### src/hdl/cat_pkg.sv
// ----------------------------------------------------------------------------
// cat_pkg
// Shared types and constants of the channel activity table.
// ----------------------------------------------------------------------------
package cat_pkg;

    localparam logic [2:0] OP_UPDATE  = 3'd0;
    localparam logic [2:0] OP_BLACK   = 3'd1;
    localparam logic [2:0] OP_GOOD    = 3'd2;
    localparam logic [2:0] OP_STANDBY = 3'd3;
    localparam logic [2:0] OP_CLEAR   = 3'd4;
    localparam logic [2:0] OP_REMOVE  = 3'd5;
    localparam logic [2:0] OP_READ    = 3'd6;

    localparam logic [15:0] NOISE_INIT = 16'hFFFF;

    // One table entry as held by a cell.
    typedef struct packed {
        logic [31:0] freq;
        logic [31:0] first_seen;
        logic [31:0] last_check;
        logic [31:0] last_opened;
        logic [31:0] open_total;
        logic [15:0] rssi;
        logic [15:0] noise;
        logic        fl_open;
        logic        fl_black;
        logic        fl_good;
    } t_entry;

    // Command broadcast from the controller to every cell at once.
    typedef struct packed {
        logic        wr_en;     // write wr_data into the cell at wr_idx
        logic        standby;   // close every live cell
        logic        shift;     // cells at or past shift_from take their right neighbor
        logic [31:0] now_ms;
    } t_cell_cmd;

endpackage

### src/hdl/cat_cell.sv
// ----------------------------------------------------------------------------
// cat_cell
// One table slot: holds an entry, compares it to the search key and moves
// its right neighbor's entry in when the table compacts.
// ----------------------------------------------------------------------------
module cat_cell (
    input  logic               i_clk,
    input  cat_pkg::t_cell_cmd i_cmd,
    input  logic               i_live,      // slot lies below the entry count
    input  logic               i_sel_wr,    // this slot is the write target
    input  logic               i_sel_shift, // this slot takes its neighbor
    input  cat_pkg::t_entry    i_wr_data,
    input  cat_pkg::t_entry    i_right,
    input  logic [31:0]        i_key,
    output cat_pkg::t_entry    o_entry,
    output logic               o_match
);
    cat_pkg::t_entry r_entry;

    always_ff @(posedge i_clk) begin
        if (i_cmd.wr_en && i_sel_wr) begin
            r_entry <= i_wr_data;
        end else if (i_cmd.shift && i_sel_shift) begin
            r_entry <= i_right;
        end else if (i_cmd.standby && i_live) begin
            r_entry.fl_open    <= 1'b0;
            r_entry.last_check <= i_cmd.now_ms;
        end
    end

    assign o_entry = r_entry;
    assign o_match = i_live && (r_entry.freq == i_key);
endmodule

### config.mk
export PLATFORM = sky130hd
export DESIGN_NAME = cat_cell
export DESIGN_NICKNAME = d
export VERILOG_FILES = /design/src/hdl/cat_pkg.sv /design/src/hdl/cat_cell.sv
export SDC_FILE = /design/constraint.sdc
export NUM_CORES = 1
export LEC_CHECK = 0
export ABC_CLOCK_PERIOD_IN_PS = 5800
export BUFFER_PORTS_ARGS = -buffer_cell sky130_fd_sc_hd__buf_2
export CAP_MARGIN = 20
export CORE_AREA = 2 2 257 259
export DETAILED_ROUTE_END_ITERATION = 7
export DIE_AREA = 0 0 259 261
export PLACE_DENSITY_LB_ADDON = 0.25
export RECOVER_POWER = 100
export SETUP_SLACK_MARGIN = 0.02
export SLEW_MARGIN = 15
export SYNTH_ARGS = -nofsm -noshare
export SYNTH_HDL_FRONTEND = slang
export SYNTH_SLANG_ARGS = --single-unit
### constraint.sdc
create_clock -name i_clk -period 5.8 [get_ports i_clk]
set_input_delay 0.58 -clock i_clk [delete_from_list [all_inputs] [get_ports i_clk]]
set_output_delay 0.58 -clock i_clk [all_outputs]
set_load 0.005 [all_outputs]
==> summary.md, run 1 <==
| Metric | Value |
|---|---|
| F_max | around 240 MHz |
| Post-CTS Repair Setup Buffers | 0 |
| Static Leak | approximately 5.5 nW |
| Adder-Cell Fraction of Synth Area | 0% |
| Wirelength per Cell | between 15 and 20 um |
| Vias after detailed routing | 6,951 |
| Hold_sp | i_wr_data[44] |
| Via/cell ratio | between 3 and 4 |
| Cell variety after synth | 20 |
| Fillers | around 7,200 |
| Hold Fails Final Rpt | 0 |
| PwrDens | approximately 270 nW/um^2 |
| Synth top area share | between 60% and 70% |
| Fin cells | 2,063 |
| PortBufs | 656 |
| Status | finished with violations |
| Mux cell area share after synthesis | 28.5% |
| Slew margin rel. | -43.7% |
| Initial DRC Count | about 230 |
| Syn nets | around 1,000 |
| CTS Hold Bufs | 0 |
| RSZ-0062 raised after global routing | false |
| Max Cap Viol | 1 |
| Rows | 94 |
| Final worst-path cycle share | between 70 and 80% |
| DRC violations left | 0 |
| I/O pin cnt | ~660 |
| Critical Path AT | ~4200 ps |
| Sequential-to-total area share from yosys stat | between 60% and 70% |
| Cts bufs inserted | 17 |
| HP Class | in2reg |
| Max reg flops | ~200 |
| Startpoint Class | primary input |
| Avg Cell Area, Syn | ~18 sq um |
| # setup viols final | 0 |
| Gr ovfl total | 0 |
| Area delta synth->final | 42.2% |
| First-pass GRT wire length | between 40 and 50 mm |
| Post-synthesis register bit count | between 150 and 200 |
| Synth Area in XOR/XNOR | under 10% |
| Synthesized instance count | approximately 530 |
| Max Slew Vio Count | between 50 and 60 |
| Slew @ Worst Pin | 2150 ps |
| TritonCTS Sinks | roughly 200 |
| Gr usage total | 9.02% |
| Setup CP Type | in2reg |
| Pin count of the biggest net entering global routing | approximately 110 |
| Complex-gate fraction of the synthesized area | about 1.8% |
| Largest family of logic cells by synthesized area | multiplexers |
| Placeable Area | about 65,000 sq um |
| Area of the multi-input gates | 2820 sq um |
| Die W | 259 um |
| Post-CTS Resized | 0 |
| Worst Setup SP | i_sel_wr |
| Failing checks | capacitance limit, slew limit |
| Global placer's final weighted congestion | 0.800 |
| FF/Latch Area | ~5900 sq um |
| H-Tree Depth | 4 |
| CTS tree | yes |
| Crit-path max FO | 95 |
| Required time of the worst setup path | 5830 ps |
| Post-route ant nets | 0 |
| Die area | 67,600 sq um |
| Critical path endpoint category | flop |
| Final Net Count | 1,646 |
| Share of cells above drive strength 1 | about 45% |
| Mapped cell area | 9490 sq um |
| Cell count after placement | roughly 2,000 |
| Largest cells by area after synthesis | edfxtp_1 (62%), mux2_4 (24%), mux2i_1 (3.4%), xor2_1 (2.9%), buf_6 (2.0%) |
| Final Critical Period | between 4000 and 5000 ps |
| Post-Synth Simple-Gate Area | under 10% |
| 1st-pass router iterations | 4 |
| Starting Density | roughly 15% |
| Total Wirelength | approximately 33 mm |
| Dpl hpwl | between 20 and 30 mm |
| Setup TNS | 0 ps |
| Max clock buf depth | 2 |
| Leading area contributor after synthesis | edfxtp_1 |
| CTS root buf | clkbuf_16 |
| Via count of the first global-routing pass | between 7,000 and 8,000 |
| Worst VDD drop | 0.207 mV |
| Syn. warnings | 0 |
| Clock transition at the registers of the reported paths | about 90 ps |
| Chip height | roughly 260 um |
| Antenna violations before repair | 2 |
==> worst paths after layout <==
check	slack, ps	end	cells after the start
worst max-delay path	1600	o_entry[43]$_DFFE_PP_	4
worst min-delay path	380	o_entry[44]$_DFFE_PP_	2
==> cell type report <==
| type | count | area share (%) |
|---|---|---|
| Clock inverter | 14 | 1.24 |
| Sequential cell | 195 | 43.4 |
| Tap cell | 864 | 8.01 |
| Clock buffer | 18 | 3.18 |
| Antenna cell | 1 | 0.0185 |
| Timing Repair Buffer | 662 | 23.2 |
| Multi-Input combinational cell | 309 | 20.9 |
==> kinds of logic (layout without fill, tap and decap cells) <==
family          after synthesis  after routing
flops                       195            195
simple gates                 50             50
compound gates               33             33
other cells                   0              1
xor+xnor                     32             32
mux                         194            194
buf+inv                      28            694
==> worst max-delay path, cell delays in order <==
cell,delay (ps)
clkbuf_1,80
nand2_1,1530
nand2_1,1200
buf_12,470
==> stage by stage <==
| step | worst slack, ps | hold WS (ps) | cell area (sq um) | power (mW) | utilization (%) |
|---|---|---|---|---|---|
| 2_1_floorplan | 159 | 778 | 9490 | 2.14 | - |
| 4_1_cts | 2730 | 336 | 14300 | 3.85 | 21.9 |
| 5_1_grt | 1350 | 344 | 13500 | 3.82 | 20.7 |
| 3_3_place_gp | 2950 | 881 | 13700 | 2.56 | 21.0 |
| 3_5_place_dp | 2890 | 883 | 13700 | 2.56 | 21.0 |
| 6_report | 1600 | 379 | 13500 | 3.63 | 20.7 |
==> cell usage in the layout (no fill, tap or decap), types with 7 or more instances in the layout <==
cell type / instances
mux2i_1: 32
xor2_1: 31
mux2_2: 10
nor2_1: 32
a21oi_1: 32
edfxtp_1: 195
buf_2: 488
nor4_1: 7
clkbuf_16: 17
mux2_1: 150
clkbuf_1: 170
==> per-layer routing <==
layer / global-route usage (%) / share of wire, % / up-vias / wire, um
met5: 0 / 0 / - / 0
met4: 3.68 / 1.8 / 0 / 584
met3: 3.49 / 9.0 / 25 / 2960
met2: 16.5 / 52 / 379 / 17000
met1: 9.16 / 37 / 3207 / 12200
li1: - / - / 3340 / -
==> cells in the mapped netlist <==
library cell  instances
a21oi_1              32
nand2_1               3
nor3_1                2
nand2_2               1
mux2_4              150
clkbuf_4              1
a21o_1                1
nor4_1                7
xor2_1               31
buf_6                17
mux2i_1              32
mux2_2               11
xnor2_1               1
nand4_1               2
buf_2                 7
edfxtp_1            195
nand3_1               3
buf_4                 3
nor2_1               32
mux2_1                1
==> power breakdown <==
part           internal [mW]  leakage (nW)  total [mW]  switching, mW
logic                  0.276          3.36       0.574          0.297
clock network          0.650         0.286        1.24          0.594
registers               1.75          1.90        1.82         0.0629
No activity file was read; power rests on OpenSTA's default activity.
==> run 2: changes to the inputs <==
--- a/config.mk
+++ b/config.mk
@@ -5,12 +5,12 @@
 export SDC_FILE = /design/constraint.sdc
 export NUM_CORES = 1
 export LEC_CHECK = 0
-export ABC_CLOCK_PERIOD_IN_PS = 5800
+export ABC_CLOCK_PERIOD_IN_PS = 3950
 export BUFFER_PORTS_ARGS = -buffer_cell sky130_fd_sc_hd__buf_2
 export CAP_MARGIN = 20
-export CORE_AREA = 2 2 257 259
+export CORE_AREA = 2 2 252 254
 export DETAILED_ROUTE_END_ITERATION = 7
-export DIE_AREA = 0 0 259 261
+export DIE_AREA = 0 0 254 256
 export PLACE_DENSITY_LB_ADDON = 0.25
 export RECOVER_POWER = 100
 export SETUP_SLACK_MARGIN = 0.02
==> constraint.sdc (replaced) <==
create_clock -name i_clk -period 3.95 [get_ports i_clk]
set_input_delay 0.395 -clock i_clk [delete_from_list [all_inputs] [get_ports i_clk]]
set_output_delay 0.395 -clock i_clk [all_outputs]
set_load 0.005 [all_outputs]
==> summary.md, run 2 (same netlist as run 1, synthesis figures left out) <==
| Metric | Value |
|---|---|
| CTS Hold Bufs | 0 (unchanged) |
| Slew @ Worst Pin | 1620 ps (-529 ps) |
| Startpoint Class | primary input |
| Critical Path AT | 3270 ps (-960 ps) |
| Setup TNS | 0 ps (unchanged) |
| Total Wirelength | 32.8 mm (+0.10%) |
| Fin Hold WS | 186 ps (-193 ps) |
| Setup CP Type | in2reg |
| Status | finished with violations |
| Via count of the first global-routing pass | 7,544 (+7.5%) |
| Rows | 92 (-2.1%) |
| Via/cell ratio | 3.45 (+2.3%) |
| Hold Fails Final Rpt | 0 (unchanged) |
| Slew margin rel. | -8.39% (+35 points) |
| Hold depth | 2 (unchanged) |
| Pin count of the biggest net entering global routing | 83 (-26%) |
| Starting Density | 15.2% (+0.62 points) |
| Post-route ant nets | 0 (unchanged) |
| Chip height | 256 um (-1.9%) |
| Gr ovfl total | 0 (unchanged) |
| Final Net Count | 1,651 (+0.30%) |
| PortBufs | 656 (unchanged) |
| Max reg flops | 195 (unchanged) |
| P_int | 3.82 mW (+43%) |
| Clk pwr share | 33.3% (-0.9 points) |
| First-pass GRT wire length | 44.8 mm (+2.0%) |
| Total net switching power | 1.44 mW (+51%) |
| # setup viols final | 0 (unchanged) |
| Crit-path max FO | 33 (-65%) |
| Required time of the worst setup path | 3980 ps (-1850 ps) |
| Commonest non-fill, non-tap cell in the layout | buf_2 |
| Worst Setup SP | i_sel_wr |
| TritonCTS Sinks | 195 (unchanged) |
| Area delta synth->final | 42.4% (about the same) |
| Static Leak | 5.59 nW (+0.92%) |
| Max clock buf depth | 2 (unchanged) |
| Worst VDD drop | 0.323 mV (+56%) |
| Critical path endpoint category | flop |
| Setup crit end | o_entry[126]$_DFFE_PP_ |
| DRC violations left | 0 (unchanged) |
| Initial DRC Count | 250 (+11%) |
| I/O pin cnt | 657 (unchanged) |
| Hold_sp | i_wr_data[132] |
| Antenna fix cells | 0 (-1) |
| Dpl hpwl | 26.3 mm (+1.2%) |
| Max Slew Vio Count | 31 (-46%) |
| H-Tree Depth | 4 (unchanged) |
| HP Class | in2reg |
| Max Cap Viol | 1 (unchanged) |
| Post-CTS Repair Setup Buffers | 0 (unchanged) |
| Gr usage total | 9.49% (+0.47 points) |
| Cts bufs inserted | 17 (unchanged) |
| Failing checks | capacitance limit, slew limit |
| Most frequent cells in the layout | buf_2 (496), edfxtp_1 (195), clkbuf_1 (163) |
| Vias after detailed routing | 7,064 (+1.6%) |
| Sequential power share | 50.5% (+0.5 points) |
| Placeable Area | 62,400 sq um (-4.1%) |
| Global placer's final weighted congestion | 0.757 (-5.5%) |
| F_max | 309 MHz |
| Final Critical Period | approximately 3200 ps |
| Antenna violations before repair | 5 (+3) |
| CTS tree | yes |
| Logic pwr share | 16.3% (+0.5 points) |
| Final worst-path cycle share | approximately 80% |
| RSZ-0062 raised after global routing | false |
| Post-CTS Resized | 0 (unchanged) |
| CTS root buf | clkbuf_16 |
| 1st-pass router iterations | 4 (unchanged) |
| Wirelength per Cell | 16.0 um (+0.78%) |
| Share of cells above drive strength 1 | 45.8% (+1.1 points) |
| Sw Share | 27.4% (+1.1 points) |
| Die area | 65,000 sq um (-3.8%) |
| Die W | 254 um (-1.9%) |
| Clock transition at the registers of the reported paths | 80 ps (about the same) |
| PwrDens | 390 nW/um^2 (+45%) |
[run 2: cell count changes in the layout (fill, tap and decap cells not counted), moves of 2 or more]
cell / before / now
clkinvlp_4: 2 / 0
clkbuf_1: 170 / 163
bufinv_16: 2 / 0
buf_2: 488 / 496
clkinv_8: 0 / 2
clkinv_2: 0 / 3
inv_6: 2 / 5
mux2_4: 2 / 4
mux2_1: 150 / 147
buf_12: 2 / 4
[run 2: critical path: stages]
cell and delay (ps):
buf_2 110, nand2_1 560, nand2_1 1140, a21o_1 480, clkbuf_2 520
[run 2: layout make-up]
cell class                 instances  area, sq um
clock buffer                      17          425
clock inverter                    15          143
fill                            6969        48900
multi-input combinational        309         2830
sequential                       195         5860
tap                              846         1060
timing repair buffer             667         3200
[run 2: worst min-delay path by stage]
| stage | endpoint | slack, ps |
|---|---|---|
| after floorplan | o_entry[2]$_DFFE_PP_ | 590 |
| after global placement | o_entry[8]$_DFFE_PP_ | 700 |
| after detailed placement | o_entry[134]$_DFFE_PP_ | 700 |
| after CTS | o_entry[134]$_DFFE_PP_ | 140 |
| after global routing | o_entry[9]$_DFFE_PP_ | 150 |
| final | o_entry[132]$_DFFE_PP_ | 190 |
[run 2: metal layers]
metal	up-vias	routed length [um]	GRT usage [%]
met5	-	39	0
met4	6	735	3.74
met3	40	3340	3.94
met2	414	17000	18.0
met1	3251	11700	8.90
li1	3353	-	-
[run 2: through the flow]
stage	utilization [%]	area [sq um]	std cells	power [mW]	setup slack (ps)
CTS	22.9	14300	2049	5.56	918
floorplan	-	9490	532	3.14	40.3
finish	21.6	13500	2049	5.27	716
global placement	22.0	13700	2017	3.75	1390
global route	21.6	13500	2049	5.54	422
detailed placement	22.0	13700	2017	3.75	1370
[run 2: power groups by stage]
stage               logic [mW]  clock network [mW]  registers [mW]
finish                   0.858                1.75            2.66
global route             0.946                1.91            2.69
CTS                       1.06                1.85            2.65
detailed placement        1.06                   0            2.70
global placement          1.06                   0            2.69
floorplan                0.399                   0            2.74
==> run 3: changes to the inputs <==
--- a/config.mk
+++ b/config.mk
@@ -5,12 +5,12 @@
 export SDC_FILE = /design/constraint.sdc
 export NUM_CORES = 1
 export LEC_CHECK = 0
-export ABC_CLOCK_PERIOD_IN_PS = 3950
+export ABC_CLOCK_PERIOD_IN_PS = 2600
 export BUFFER_PORTS_ARGS = -buffer_cell sky130_fd_sc_hd__buf_2
 export CAP_MARGIN = 20
-export CORE_AREA = 2 2 252 254
+export CORE_AREA = 2 2 257 259
 export DETAILED_ROUTE_END_ITERATION = 7
-export DIE_AREA = 0 0 254 256
+export DIE_AREA = 0 0 259 261
 export PLACE_DENSITY_LB_ADDON = 0.25
 export RECOVER_POWER = 100
 export SETUP_SLACK_MARGIN = 0.02
==> constraint.sdc (replaced) <==
create_clock -name i_clk -period 2.6 [get_ports i_clk]
set_input_delay 0.26 -clock i_clk [delete_from_list [all_inputs] [get_ports i_clk]]
set_output_delay 0.26 -clock i_clk [all_outputs]
set_load 0.005 [all_outputs]
==> summary.md, run 3 (same netlist as run 1, synthesis figures left out) <==
| Metric | Value |
|---|---|
| Clock transition at the registers of the reported paths | 80 ps (about the same) |
| Antenna fix cells | 0 (unchanged) |
| CTS Hold Bufs | 0 (unchanged) |
| Cts bufs inserted | 17 (unchanged) |
| Slew margin rel. | 14.3% (+23 points) |
| Chip height | 261 um (+2.0%) |
| Share of cells above drive strength 1 | 46.3% (+0.54 points) |
| Post-CTS Repair Setup Buffers | 0 (unchanged) |
| Pin count of the biggest net entering global routing | 63 (-24%) |
| Final Net Count | 1,664 (+0.79%) |
| Max clock buf depth | 2 (unchanged) |
| Most frequent cells in the layout | buf_2 (493), edfxtp_1 (195), clkbuf_1 (172) |
| First-pass GRT wire length | 45.9 mm (+2.3%) |
| # setup viols final | 0 (unchanged) |
| Max layer used | met4 |
| Worst VDD drop | 0.434 mV (+34%) |
| Final worst-path cycle share | between 80% and 90% |
| Starting Density | 14.6% (-0.62 points) |
| Post-CTS Resized | 1 (+1) |
| Met2 wire len | 17.7 mm (+4.1%) |
| Setup CP Type | reg2out |
| Worst Setup SP | o_entry[183]$_DFFE_PP_ |
| I/O pin cnt | 657 (unchanged) |
| RSZ-0062 raised after global routing | false |
| PwrDens | 585 nW/um^2 (+50%) |
| Rows | 94 (+2.2%) |
| Required time of the worst setup path | 2340 ps (-1640 ps) |
| 1st-pass router iterations | 4 (unchanged) |
| Hold Fails Final Rpt | 0 (unchanged) |
| Commonest non-fill, non-tap cell in the layout | buf_2 |
| Setup TNS | 0 ps (unchanged) |
| Dpl hpwl | 27.3 mm (+4.1%) |
| CTS tree | yes |
| Static Leak | 5.65 nW (+0.99%) |
| Post-route ant nets | 0 (unchanged) |
| Area delta synth->final | 43.4% |
| Gr usage total | 9.44% (-0.049 points) |
| Logic pwr share | 16.6% (+0.3 points) |
| P_int | 5.80 mW (+52%) |
| Slowest cell delay on critical path | 430 ps (-710 ps) |
| Crit path buf inv count | 2 (unchanged) |
| Status | completed |
| HP Class | in2reg |
| Slew @ Worst Pin | 1280 ps (-340 ps) |
| Gr ovfl total | 0 (unchanged) |
| Placeable Area | 65,000 sq um (+4.2%) |
| DRC violations left | 0 (unchanged) |
| Die area | 67,600 sq um (+4.0%) |
| Global placer's final weighted congestion | 0.798 (+5.5%) |
| Via count of the first global-routing pass | 7,403 (-1.9%) |
| Setup crit end | o_match |
| Fin Hold WS | 62.6 ps (-123 ps) |
| Final Critical Period | 2330 ps |
| Total Wirelength | 34.1 mm (+3.9%) |
| Antenna violations before repair | 1 (-4) |
| Clk pwr share | 32.6% (-0.7 points) |
| Routed met1 length | 12.1 mm (+4.2%) |
| CP cell instances | xor2_1, nor4_2, buf_4, nand4_1, nor3_1, buf_2 |
| Slowest-stage cell, CP | edfxtp_1 |
| Sw Share | 27.2% (-0.22 points) |
| Total net switching power | 2.16 mW (+50%) |
| Critical path endpoint category | output pin |
| Initial DRC Count | 224 (-10%) |
| F_max | about 430 MHz |
| PortBufs | 656 (unchanged) |
| Largest delay share family, worst path | simple AND/OR/NAND/NOR gates |
| Metal3 WL | 3.52 mm (+5.3%) |
| Crit path depth | 6 (+1) |
| H-Tree Depth | 4 (unchanged) |
| Startpoint Class | flop |
| TritonCTS Sinks | 195 (unchanged) |
| Wirelength per Cell | 16.4 um (+2.4%) |
| Max reg flops | 195 (unchanged) |
| CTS root buf | clkbuf_16 |
| Crit-path max FO | 2 (-94%) |
| Via/cell ratio | 3.40 (-1.2%) |
| Sequential power share | 50.8% (+0.3 points) |
| Max Cap Viol | 0 (-1) |
| Die W | 259 um (+2.0%) |
| Max Slew Vio Count | 0 (-100%) |
| Critical Path AT | 2070 ps (-1200 ps) |
| Fillers | 7,199 (+3.3%) |
| Vias after detailed routing | 7,078 (+0.20%) |
[run 3: cell types whose count changed in the layout (fill, tap and decap cells not counted), sizes merged]
cell      before  now
clkbuf       182  196
inv            8    6
clkinvlp       0    1
buf          502  501
[run 3: final cells by class]
class	count	area (sq um)	share of cell area, %
sequential	195	5860	43.0
timing repair buffer	680	3230	23.8
multi-input combinational	309	2890	21.2
tap	864	1080	7.95
clock buffer	17	425	3.13
clock inverter	14	121	0.892
[run 3: per-layer routing]
| layer | up-vias | global-route usage (%) |
|---|---|---|
| met5 | - | 0 |
| met4 | 0 | 4.08 |
| met3 | 30 | 4.28 |
| met2 | 383 | 17.4 |
| met1 | 3283 | 9.03 |
| li1 | 3382 | - |
[run 3: worst min-delay path by stage]
| stage | slack (ps) | endpoint | cells past startpoint | start |
|---|---|---|---|---|
| floorplan | 460 | o_entry[2]$_DFFE_PP_ | 2 | i_wr_data[2] |
| global placement | 560 | o_entry[162]$_DFFE_PP_ | 2 | i_right[162] |
| global route | 10 | o_entry[35]$_DFFE_PP_ | 2 | i_wr_data[35] |
| finish | 60 | o_entry[35]$_DFFE_PP_ | 2 | i_wr_data[35] |
| CTS | 20 | o_entry[42]$_DFFE_PP_ | 2 | i_wr_data[42] |
| detailed placement | 560 | o_entry[2]$_DFFE_PP_ | 3 | i_wr_data[2] |
[run 3: through the flow]
step | instances | setup WS [ps] | cell area, sq um | total power [mW] | utilization, %
finish | 2079 | 275 | 13600 | 7.96 | 20.9
CTS | 2079 | 160 | 14400 | 8.43 | 22.2
global route | 2079 | 70.0 | 13600 | 8.39 | 20.9
global placement | 2048 | 567 | 13900 | 5.74 | 21.3
detailed placement | 2048 | 532 | 13900 | 5.74 | 21.3
floorplan | 532 | 122 | 9500 | 4.76 | -
[run 3: power by group through the flow]
| stage | Clock (mW) | Sequential [mW] | Combinational (mW) |
|---|---|---|---|
| detailed placement | 0 | 4.11 | 1.63 |
| global placement | 0 | 4.10 | 1.63 |
| floorplan | 0 | 4.15 | 0.609 |
| CTS | 2.75 | 4.04 | 1.64 |
| finish | 2.60 | 4.05 | 1.32 |
| global route | 2.84 | 4.09 | 1.46 |
